### src/hdl/tsu_pkg.sv
`timescale 1ns / 1ps

package tsu_pkg;

    localparam int BYTE_W   = 8;
    localparam int STATUS_W = 3;
    localparam int PHASE_W  = 3;
    localparam int CLASS_W  = 3;
    localparam int PEND_W   = 2;
    localparam int S_DATA_W = 8;
    localparam int M_DATA_W = 16;

    localparam logic [STATUS_W-1:0] ST_OK        = 3'd0;
    localparam logic [STATUS_W-1:0] ST_QUOTING   = 3'd1;
    localparam logic [STATUS_W-1:0] ST_UNESCAPED = 3'd2;
    localparam logic [STATUS_W-1:0] ST_ESC_END   = 3'd3;
    localparam logic [STATUS_W-1:0] ST_TRUNC_U   = 3'd4;
    localparam logic [STATUS_W-1:0] ST_NONCANON  = 3'd5;
    localparam logic [STATUS_W-1:0] ST_UNSUPP    = 3'd6;
    localparam logic [STATUS_W-1:0] ST_UTF8      = 3'd7;

    localparam logic [PHASE_W-1:0] PH_TEXT = 3'd0;
    localparam logic [PHASE_W-1:0] PH_ESC  = 3'd1;
    localparam logic [PHASE_W-1:0] PH_HEX1 = 3'd2;
    localparam logic [PHASE_W-1:0] PH_HEX2 = 3'd3;
    localparam logic [PHASE_W-1:0] PH_HEX3 = 3'd4;
    localparam logic [PHASE_W-1:0] PH_HEX4 = 3'd5;

    localparam logic [CLASS_W-1:0] CL_ANY  = 3'd0;
    localparam logic [CLASS_W-1:0] CL_A0BF = 3'd1;
    localparam logic [CLASS_W-1:0] CL_809F = 3'd2;
    localparam logic [CLASS_W-1:0] CL_90BF = 3'd3;
    localparam logic [CLASS_W-1:0] CL_808F = 3'd4;

    localparam logic [BYTE_W-1:0] CH_QUOTE = 8'h22;
    localparam logic [BYTE_W-1:0] CH_BSL   = 8'h5C;
    localparam logic [BYTE_W-1:0] CH_SPACE = 8'h20;
    localparam logic [BYTE_W-1:0] CH_DEL   = 8'h7F;

    typedef struct packed {
        logic                 kind;
        logic [BYTE_W-1:0]    data_byte;
        logic [STATUS_W-1:0]  status;
    } result_t;

    typedef struct packed {
        logic [PEND_W-1:0]   pend;
        logic [CLASS_W-1:0]  cls;
        logic                bad;
    } u8_state_t;

    function automatic logic [4:0] hex_digit(input logic [BYTE_W-1:0] b);
        logic [4:0] v;
        v = 5'd16;
        if (b >= 8'h30 && b <= 8'h39)
        begin
            v = {1'b0, b[3:0]};
        end
        else if (b >= 8'h61 && b <= 8'h66)
        begin
            v = {1'b0, b[3:0] + 4'd9};
        end
        return v;
    endfunction

    function automatic u8_state_t u8_feed(input u8_state_t s, input logic [BYTE_W-1:0] b);
        u8_state_t  n;
        logic [BYTE_W-1:0] lo;
        logic [BYTE_W-1:0] hi;
        n  = s;
        lo = 8'h80;
        hi = 8'hBF;
        if (!s.bad)
        begin
            if (s.pend == '0)
            begin
                if (b < 8'h80)
                begin
                    n = s;
                end
                else if (b >= 8'hC2 && b <= 8'hDF)
                begin
                    n.pend = 2'd1;
                    n.cls  = CL_ANY;
                end
                else if (b == 8'hE0)
                begin
                    n.pend = 2'd2;
                    n.cls  = CL_A0BF;
                end
                else if (b == 8'hED)
                begin
                    n.pend = 2'd2;
                    n.cls  = CL_809F;
                end
                else if (b >= 8'hE1 && b <= 8'hEF)
                begin
                    n.pend = 2'd2;
                    n.cls  = CL_ANY;
                end
                else if (b == 8'hF0)
                begin
                    n.pend = 2'd3;
                    n.cls  = CL_90BF;
                end
                else if (b >= 8'hF1 && b <= 8'hF3)
                begin
                    n.pend = 2'd3;
                    n.cls  = CL_ANY;
                end
                else if (b == 8'hF4)
                begin
                    n.pend = 2'd3;
                    n.cls  = CL_808F;
                end
                else
                begin
                    n.bad = 1'b1;
                end
            end
            else
            begin
                case (s.cls)
                    CL_A0BF: lo = 8'hA0;
                    CL_809F: hi = 8'h9F;
                    CL_90BF: lo = 8'h90;
                    CL_808F: hi = 8'h8F;
                    default: lo = 8'h80;
                endcase
                if (b < lo || b > hi)
                begin
                    n.bad = 1'b1;
                end
                else
                begin
                    n.pend = s.pend - 2'd1;
                    n.cls  = CL_ANY;
                end
            end
        end
        return n;
    endfunction

endpackage

### src/hdl/toml_string_unescape_top.sv
`timescale 1ns / 1ps
// Channel   Direction  Handshake          Payload
// s_*       in         s_tvalid/s_tready  s_tdata: in_byte, s_tlast: is_last
// m_*       out        m_tvalid/m_tready  m_tdata: data_byte, status; m_tuser: kind
//
// One byte per cycle; a result appears in the cycle after the byte that causes it.
// Throughput is set by the single output register: s_tready drops only while
// that register holds a result and m_tready is low.
// rst_n clears the scan state and the output valid at once; no clearing pass.
// While a result waits on a stall every byte waits, including bytes that cause none.

module toml_string_unescape_top
(
    input  logic                           clk,
    input  logic                           rst_n,
    input  logic                           s_tvalid,
    output logic                           s_tready,
    input  logic [tsu_pkg::S_DATA_W-1:0]   s_tdata,   // [7:0] in_byte
    input  logic                           s_tlast,   // is_last
    output logic                           m_tvalid,
    input  logic                           m_tready,
    output logic [tsu_pkg::M_DATA_W-1:0]   m_tdata,   // [7:0] data_byte, [10:8] status, zero pad
    output logic [0:0]                     m_tuser    // [0] kind
);

    logic              take;
    logic              emit;
    logic              space;
    tsu_pkg::result_t  scan_res;
    tsu_pkg::result_t  out_res;

    assign s_tready = space;
    assign take     = s_tvalid && space;

    tsu_scan u_scan
    (
        .clk     (clk),
        .rst_n   (rst_n),
        .take    (take),
        .in_byte (s_tdata[tsu_pkg::BYTE_W-1:0]),
        .is_last (s_tlast),
        .emit    (emit),
        .result  (scan_res)
    );

    tsu_out_reg u_out
    (
        .clk       (clk),
        .rst_n     (rst_n),
        .load      (emit),
        .load_data (scan_res),
        .space     (space),
        .out_valid (m_tvalid),
        .out_ready (m_tready),
        .out_data  (out_res)
    );

    assign m_tdata = {{(tsu_pkg::M_DATA_W - tsu_pkg::BYTE_W - tsu_pkg::STATUS_W){1'b0}},
                      out_res.status, out_res.data_byte};
    assign m_tuser = out_res.kind;

endmodule

### src/hdl/tsu_scan.sv
`timescale 1ns / 1ps

module tsu_scan
(
    input  logic                        clk,
    input  logic                        rst_n,
    input  logic                        take,
    input  logic [tsu_pkg::BYTE_W-1:0]  in_byte,
    input  logic                        is_last,
    output logic                        emit,
    output tsu_pkg::result_t            result
);

    logic                           inside_reg,  inside_next;
    logic                           quoted_reg,  quoted_next;
    logic [tsu_pkg::PHASE_W-1:0]    phase_reg,   phase_next;
    logic [tsu_pkg::BYTE_W-1:0]     hex_reg,     hex_next;
    logic                           hexbad_reg,  hexbad_next;
    logic [tsu_pkg::STATUS_W-1:0]   err_reg,     err_next;
    tsu_pkg::u8_state_t             u8_reg,      u8_next;

    logic                           data_emit;
    logic [tsu_pkg::BYTE_W-1:0]     data_val;
    logic [4:0]                     digit;
    logic                           hexbad_acc;
    logic [tsu_pkg::BYTE_W-1:0]     hex_acc;

    always_comb
    begin
        inside_next = inside_reg;
        quoted_next = quoted_reg;
        phase_next  = phase_reg;
        hex_next    = hex_reg;
        hexbad_next = hexbad_reg;
        err_next    = err_reg;
        u8_next     = u8_reg;
        data_emit   = 1'b0;
        data_val    = '0;
        emit        = 1'b0;
        result      = '0;
        digit       = tsu_pkg::hex_digit(in_byte);
        hexbad_acc  = hexbad_reg | digit[4]
                    | (((phase_reg == tsu_pkg::PH_HEX1) || (phase_reg == tsu_pkg::PH_HEX2))
                       && (digit != 5'd0));
        hex_acc     = {hex_reg[3:0], digit[3:0]};

        if (take)
        begin
            if (is_last)
            begin
                emit        = 1'b1;
                result.kind = 1'b1;
                if (!inside_reg || !quoted_reg || in_byte != tsu_pkg::CH_QUOTE)
                    result.status = tsu_pkg::ST_QUOTING;
                else if (err_reg != tsu_pkg::ST_OK)
                    result.status = err_reg;
                else if (phase_reg == tsu_pkg::PH_ESC)
                    result.status = tsu_pkg::ST_ESC_END;
                else if (phase_reg != tsu_pkg::PH_TEXT)
                    result.status = tsu_pkg::ST_TRUNC_U;
                else if (u8_reg.bad || u8_reg.pend != '0)
                    result.status = tsu_pkg::ST_UTF8;
                else
                    result.status = tsu_pkg::ST_OK;
                inside_next = 1'b0;
                quoted_next = 1'b0;
                phase_next  = tsu_pkg::PH_TEXT;
                hex_next    = '0;
                hexbad_next = 1'b0;
                err_next    = tsu_pkg::ST_OK;
                u8_next     = '0;
            end
            else if (!inside_reg)
            begin
                inside_next = 1'b1;
                quoted_next = (in_byte == tsu_pkg::CH_QUOTE);
            end
            else if (quoted_reg && err_reg == tsu_pkg::ST_OK)
            begin
                case (phase_reg)
                    tsu_pkg::PH_TEXT:
                    begin
                        if (in_byte == tsu_pkg::CH_QUOTE || in_byte < tsu_pkg::CH_SPACE
                            || in_byte == tsu_pkg::CH_DEL)
                            err_next = tsu_pkg::ST_UNESCAPED;
                        else if (in_byte == tsu_pkg::CH_BSL)
                            phase_next = tsu_pkg::PH_ESC;
                        else
                        begin
                            data_emit = 1'b1;
                            data_val  = in_byte;
                        end
                    end
                    tsu_pkg::PH_ESC:
                    begin
                        phase_next = tsu_pkg::PH_TEXT;
                        data_emit  = 1'b1;
                        case (in_byte)
                            8'h22: data_val = 8'h22;
                            8'h5C: data_val = 8'h5C;
                            8'h62: data_val = 8'h08;
                            8'h74: data_val = 8'h09;
                            8'h6E: data_val = 8'h0A;
                            8'h66: data_val = 8'h0C;
                            8'h72: data_val = 8'h0D;
                            8'h75:
                            begin
                                data_emit   = 1'b0;
                                phase_next  = tsu_pkg::PH_HEX1;
                                hex_next    = '0;
                                hexbad_next = 1'b0;
                            end
                            default:
                            begin
                                data_emit = 1'b0;
                                err_next  = tsu_pkg::ST_UNSUPP;
                            end
                        endcase
                    end
                    tsu_pkg::PH_HEX1, tsu_pkg::PH_HEX2, tsu_pkg::PH_HEX3:
                    begin
                        hexbad_next = hexbad_acc;
                        hex_next    = hex_acc;
                        phase_next  = phase_reg + 3'd1;
                    end
                    tsu_pkg::PH_HEX4:
                    begin
                        hex_next   = hex_acc;
                        phase_next = tsu_pkg::PH_TEXT;
                        if (hexbad_acc)
                        begin
                            hexbad_next = 1'b0;
                            err_next    = tsu_pkg::ST_NONCANON;
                        end
                        else
                        begin
                            hexbad_next = 1'b0;
                            data_emit   = 1'b1;
                            data_val    = hex_acc;
                        end
                    end
                    default:
                    begin
                        phase_next = phase_reg;
                    end
                endcase
            end

            if (data_emit)
            begin
                emit             = 1'b1;
                result.kind      = 1'b0;
                result.data_byte = data_val;
                u8_next          = tsu_pkg::u8_feed(u8_reg, data_val);
            end
        end
    end

    always_ff @(posedge clk or negedge rst_n)
    begin
        if (!rst_n)
        begin
            inside_reg <= 1'b0;
            quoted_reg <= 1'b0;
            phase_reg  <= tsu_pkg::PH_TEXT;
            hex_reg    <= '0;
            hexbad_reg <= 1'b0;
            err_reg    <= tsu_pkg::ST_OK;
            u8_reg     <= '0;
        end
        else
        begin
            inside_reg <= inside_next;
            quoted_reg <= quoted_next;
            phase_reg  <= phase_next;
            hex_reg    <= hex_next;
            hexbad_reg <= hexbad_next;
            err_reg    <= err_next;
            u8_reg     <= u8_next;
        end
    end

endmodule

### src/hdl/tsu_out_reg.sv
`timescale 1ns / 1ps

module tsu_out_reg
(
    input  logic              clk,
    input  logic              rst_n,
    input  logic              load,
    input  tsu_pkg::result_t  load_data,
    output logic              space,
    output logic              out_valid,
    input  logic              out_ready,
    output tsu_pkg::result_t  out_data
);

    logic              valid_reg, valid_next;
    tsu_pkg::result_t  data_reg;

    assign space      = !valid_reg || out_ready;
    assign valid_next = load || (valid_reg && !out_ready);
    assign out_valid  = valid_reg;
    assign out_data   = data_reg;

    always_ff @(posedge clk or negedge rst_n)
    begin
        if (!rst_n)
        begin
            valid_reg <= 1'b0;
        end
        else
        begin
            valid_reg <= valid_next;
        end
    end

    // hold the request until taken
    always_ff @(posedge clk)
    begin
        if (load)
        begin
            data_reg <= load_data;
        end
    end

endmodule

### config.mk
export PLATFORM = sky130hd
export DESIGN_NAME = toml_string_unescape_top
export DESIGN_NICKNAME = d
export VERILOG_FILES = /design/src/hdl/tsu_pkg.sv /design/src/hdl/toml_string_unescape_top.sv /design/src/hdl/tsu_scan.sv /design/src/hdl/tsu_out_reg.sv
export SDC_FILE = /design/constraint.sdc
export NUM_CORES = 1
export LEC_CHECK = 0
export ABC_AREA = 1
export BUFFER_PORTS_ARGS = -buffer_cell sky130_fd_sc_hd__buf_2
export CORE_ASPECT_RATIO = 0.5
export CORE_MARGIN = 2
export CORE_UTILIZATION = 48
export DETAILED_ROUTE_END_ITERATION = 8
export PLACE_DENSITY = 0.68
export SETUP_SLACK_MARGIN = 0.3
export SYNTH_ARGS = -nofsm -noshare
export SYNTH_HDL_FRONTEND = slang
export SYNTH_HIERARCHICAL = 1
export SYNTH_SLANG_ARGS = --single-unit
### constraint.sdc
create_clock -name clk -period 7.4 [get_ports clk]
set_input_delay 2.22 -clock clk [delete_from_list [all_inputs] [get_ports clk]]
set_output_delay 2.22 -clock clk [all_outputs]
set_load 0.01 [all_outputs]
=== Word-level counts from Yosys, hierarchy flattened ===
Cells that the tools add are included.

* $add $sub $neg: 3
* Multipliers: 0
* Div/mod/pow operators: 0
* Magnitude comparators: 14
* Equal/unequal tests: 34
* Shifts and indexed selects: 0
* Multiplexer cells: 86
* Bitwise gates (word level): 4
* Reduce and logical (&&, ||, !) cells: 51

{| class="wikitable"
|+ Operator list
! kind !! number
|-
| $mux W8 || 15
|-
| $eq A8 B7 Y1 const B || 8
|-
| $mux W5 || 10
|-
| $pmux W7 S7 || 1
|-
| $mux W3 || 15
|-
| $eq A8 B8 Y1 const B || 4
|-
| $mux W6 || 5
|-
| $mux W1 || 27
|-
| $ge A8 B8 Y1 const B || 3
|-
| $le A8 B8 Y1 const B || 3
|-
| $pmux W6 S2 || 2
|-
| $pmux W8 S3 || 1
|-
| $mux W4 || 4
|-
| $ne A3 B3 Y1 const B || 5
|-
| $eq A3 B2 Y1 const B || 4
|-
| $pmux W3 S4 || 1
|-
| $reduce_and A6 Y1 || 2
|-
| $reduce_and A5 Y1 || 2
|-
| $reduce_bool A5 Y1 || 2
|-
| $eq A3 B3 Y1 const B || 3
|-
| $logic_and A1 B1 Y1 || 9
|-
| $logic_or A1 B1 Y1 || 9
|-
| $ne A3 B2 Y1 const B || 3
|-
| $ne A9 B9 Y1 const B || 1
|-
| other kinds (34) || 53
|}

* Register bits after elaboration: 32
* Bits in latches: 0
* RAM bits: 0
* Bits in read-only memories: 0
* Output and inout bits: 19
* Logic and storage cells: 206
* Memories: 0

=== Depth between registers and ports, before layout ===
* Depth in word-level cells: 25
* Depth in mapped cells: 32
* Depth with buffers taken out: 32

=== Cells and area by module ===
Netlist, hierarchy kept.

{| class="wikitable"
|+ Modules (own cells, without submodules)
! module !! times used !! cells an instance !! area each (um2) !! seq. area each (um2)
|-
| tsu_scan || 1 || 352 || 2220.9 || 475.5
|-
| tsu_out_reg || 1 || 17 || 405.4 || 385.4
|-
| toml_string_unescape_top || 1 || 8 || 48.8 || 0.0
|}

=== Worst setup path before layout ===
Ideal clock, no wire load.

* Path kind: input port to flip-flop
* Start point: input s_tdata[0] (netlist bit)
* End point: register u_scan/u8_reg[1] (netlist bit)
* Setup time: 0.117 ns
* Data arrival time: 4.535 ns
* Required time: 7.283 ns
* Path slack: 2.748 ns
* Stages on the path: 27
* Buffers on the path: 0
* Cells stage by stage: inv_1 -> ha_1 -> inv_1 -> nand2_1 -> nand2_1 -> nand2_2 -> nand2_4 -> xor2_1 -> nand2_1 -> nand3_2 -> nand2_4 -> nand2_4 -> nor2_4 -> nand2_2 -> nand2_4 -> inv_4 -> nor2_1 -> ha_1 -> a21o_1 -> nand2_1 -> nand2_1 -> nand2_2 -> nand2_2 -> nand2_4 -> nand2_4 -> nand2_1 -> nand2_1

* Cells in the longest elaborated chain, start to end: 25
* Elaborated cells on any way between the ends: 76
* Classes of those cells: add/sub: 1; order compare: 14; eq/ne: 16; mux: 30; bitwise: 2; reduce/logical: 13

{| class="wikitable"
|+ Ends and longest elaborated chain
! item !! line !! source
|-
| start, declared || toml_string_unescape_top.sv:18 || <nowiki>input logic [tsu_pkg::S_DATA_W-1:0] s_tdata,</nowiki>
|-
| $ge A8 B7 Y1 or $le A8 B7 Y1 (tied branches) || tsu_pkg.sv:59 || <nowiki>else if (b >= 8'h61 && b <= 8'h66)</nowiki>
|-
| $logic_and A1 B1 Y1 || tsu_pkg.sv:59 ||
|-
| $mux W5 || tsu_pkg.sv:59 ||
|-
| $mux W5 || tsu_pkg.sv:55 || <nowiki>if (b >= 8'h30 && b <= 8'h39)</nowiki>
|-
| $reduce_bool A5 Y1 || tsu_scan.sv:44 || <nowiki>&& (digit != 5'd0));</nowiki>
|-
| $logic_and A1 B1 Y1 || tsu_scan.sv:44 ||
|-
| $or A1 B1 Y1 || tsu_scan.sv:43 || <nowiki>| (((phase_reg == tsu_pkg::PH_HEX1) || (phase_reg == tsu_pkg::PH_HEX2))</nowiki>
|-
| $mux W8 || tsu_scan.sv:130 || <nowiki>if (hexbad_acc)</nowiki>
|-
| [... 9 more ...] || -- ||
|-
| $mux W5 || tsu_pkg.sv:96 || <nowiki>else if (b >= 8'hE1 && b <= 8'hEF)</nowiki>
|-
| $mux W5 || tsu_pkg.sv:91 || <nowiki>else if (b == 8'hED)</nowiki>
|-
| $mux W5 || tsu_pkg.sv:86 || <nowiki>else if (b == 8'hE0)</nowiki>
|-
| $mux W5 || tsu_pkg.sv:81 || <nowiki>else if (b >= 8'hC2 && b <= 8'hDF)</nowiki>
|-
| $mux W6 || tsu_pkg.sv:77 || <nowiki>if (b < 8'h80)</nowiki>
|-
| $mux W6 || tsu_pkg.sv:75 || <nowiki>if (s.pend == '0)</nowiki>
|-
| $mux W6 || tsu_pkg.sv:73 || <nowiki>if (!s.bad)</nowiki>
|-
| $mux W6 || tsu_scan.sv:149 || <nowiki>if (data_emit)</nowiki>
|-
| end signal, assigned || tsu_scan.sv:179 || <nowiki>u8_reg <= u8_next;</nowiki>
|-
| end, declared || tsu_scan.sv:20 || <nowiki>tsu_pkg::u8_state_t u8_reg, u8_next;</nowiki>
|}

Several ways; a longest one is shown, not always the timed one. The select of a mux whose other input is x is not followed.
A chain may end at the register's enable or synchronous reset.

=== Worst setup path in the final report ===
* Start point: input s_tdata[0] (netlist bit)
* End point: register u_scan/u8_reg[3] (netlist bit)

Same word-level chain as after synthesis.

==> results_dict.tcl <==
set metrics [dict create \
    first_global_vias 2327 \
    path_clk_slew_ps 70 \
    drt_first_pass_iters 5 \
    cts_buffers 5 \
    die_x_um 110 \
    cpMostUsedCell "nand2_1" \
    cts_tree "built" \
    hp-class "flip-flop to flip-flop" \
    drtIter0Drc 194 \
    wl_per_cell_um 13.5 \
    io-pin-count 32 \
    clock_latency_ps 290 \
    slew_headroom_pct 67.0 \
    grt_max_degree 21 \
    crit_path_end_kind "flip-flop" \
    avgSynthCellArea_um2 7.10 \
    ys_ff_latch 32 \
    fin_skew_ps 7.98 \
    grt_pass1_wl_mm 10.7 \
    final_common_cell "nand2_1" \
    die_area_um2 6220 \
    largest_reg_flops 12 \
    max_freq_mhz 205 \
    start_util_pct 49.4 \
    fill_cells 520 \
    critical-path-slowest-cell "ha_1" \
    ir_drop_v 0.0000770 \
    track_usage_pct 22.4 \
    place.detailed.hpwl_mm 5.13 \
    maxCapViolCount 0 \
    synthCells 377 \
    diodes 0 \
    ant_nets 0 \
    path_class "input pin to flip-flop" \
    area_delta_synth_final_pct 11.5 \
    worst-path-buf-inv 5 \
    async_reset_ff_share_pct 62.5 \
    synth_ff_type "dfrtp_1" \
    fin_hold_ws_ps 505 \
    yosysWarnings 6 \
    required_ps 7580 \
    die_h_um 56.8 \
    cts_resized 0 \
    final_cell_mix "nand2_1 (74), inv_1 (57), nor2_1 (48)" \
    drive_above_1_share_pct 19.1 \
    drc 0 \
    gp_congestion 0.955 \
    nNetsFinal 432 \
    antenna_found_initial 0 \
    status "finished clean" \
    core_um2 5420 \
    finalHoldViolCount 0 \
    cts-htree-levels 2 \
    fin_crit_ps 4870 \
    finalSetupViolations 0 \
    p_leak_nw 1.48 \
    clk_path_buf_depth 2 \
    ys_types 43 \
    cp_slowest_stage_delay_ps 310 \
    grt_overflow 0 \
    cts_hold_buf 0 \
    rsz0062_at_grt "no" \
    crit_fanout 6 \
    p_per_area_nw_per_um2 171 \
    regArea_um2 861 \
    critPathTopFamily "simple AND/OR/NAND/NOR gates" \
    netlist_area_um2 2680 \
    seq_area_frac_synth_pct 32.2 \
    setup_tns_ps 0 \
    crit_arrival_ps 5050 \
    slew_violations 0 \
    min_period_over_period_pct 65.8 \
    tightestPinTransition_ps 492 \
    drt_wl_total_mm 6.51 \
    critPathLaunchType "input pin" \
    clock-sinks 32 \
    root_buffer "clkbuf_8" \
    vias 2579 \
    via_per_inst 5.35 \
    multi_input_area_um2 1540 \
    port_buffers 26 \
    synth_edf_count 12 \
    post_cts_buffers 0 \
    row_count 19 \
]
==> metal layers <==
layer / share of wire, % / up-vias / global-route usage [%]
met2: 43 / 85 / 33.3
met5: 0 / - / 0
met1: 49 / 1187 / 32.4
li1: - / 1293 / -
met4: 1.8 / 0 / 6.51
met3: 6.7 / 14 / 4.88
==> worst min-delay path, cell delays in order (launching register included) <==
cell and delay, ps:
dfrtp_1 350, nand2_2 70, nand2_2 50
==> cell families (layout without fill, tap and decap cells) <==
logic type               Yosys count  count (layout)  share of synthesized area, %
AO/OA/AOI/OAI                     51              51                          11.4
XOR/XNOR                           1               1                         0.327
adder cells (fa/ha/maj)           11              11                          5.14
buffers and inverters             72             100                          10.9
flip-flops                        32              32                          32.2
other                              1               5                         0.140
AND/OR/NAND/NOR                  209             209                          39.9
==> stage by stage <==
stage | power, mW | instance area (µm²) | utilization, % | worst slack, ps | instances
after floorplan | 0.304 | 2690 | - | 2750 | 381
after global placement | 0.337 | 2870 | 53.0 | 2340 | 474
after detailed placement | 0.340 | 2870 | 53.0 | 2250 | 474
after CTS | 0.511 | 2980 | 55.0 | 2560 | 482
after global routing | 0.539 | 2980 | 55.0 | 2210 | 482
final | 0.510 | 2980 | 55.0 | 2530 | 482
==> final timing paths <==
kind / from / to / slack [ps] / cells after the start
worst max-delay path: s_tdata[0] / u_scan/u8_reg[3] / 2530 / 33
worst min-delay path: u_out/out_valid / u_out/out_valid / 510 / 2
worst max register to register: u_scan/phase_reg[1] / u_scan/u8_reg[3] / 4190 / 22
worst min register to register: u_out/out_valid / u_out/out_valid / 510 / 2
max in group asynchronous: rst_n / u_scan/err_reg[1] / 5180 / 1
min in group asynchronous: rst_n / u_scan/phase_reg[0] / 1880 / 1
==> cell type report <==
type / count / area share [%]
Clock buffer: 5 / 2.31
Clock inverter: 3 / 1.43
Inverter: 66 / 8.39
Multi-Input combinational cell: 277 / 51.6
Sequential cell: 32 / 28.9
Tap cell: 73 / 3.06
Timing Repair Buffer: 26 / 4.36
==> synthesized netlist by cell type, drive strengths merged (3+ instances only) <==
| master | instances | share of area [%] |
|---|---|---|
| nand2 | 94 | 16 |
| nor2 | 56 | 10 |
| inv | 64 | 9.1 |
| nor3 | 13 | 2.8 |
| ha | 11 | 5.1 |
| dfrtp | 20 | 19 |
| buf | 5 | 1.4 |
| a21oi | 17 | 3.3 |
| nand3 | 29 | 6.6 |
| edfxtp | 12 | 13 |
| o22ai | 3 | 0.70 |
| o21ai | 16 | 3.0 |
| nand4 | 14 | 3.5 |
==> where the power goes <==
| part | switching, mW | internal [mW] |
|---|---|---|
| registers | 0.00894 | 0.196 |
| logic | 0.0963 | 0.0384 |
| clock network | 0.0709 | 0.0996 |
Power figures use the tool's default switching activity.
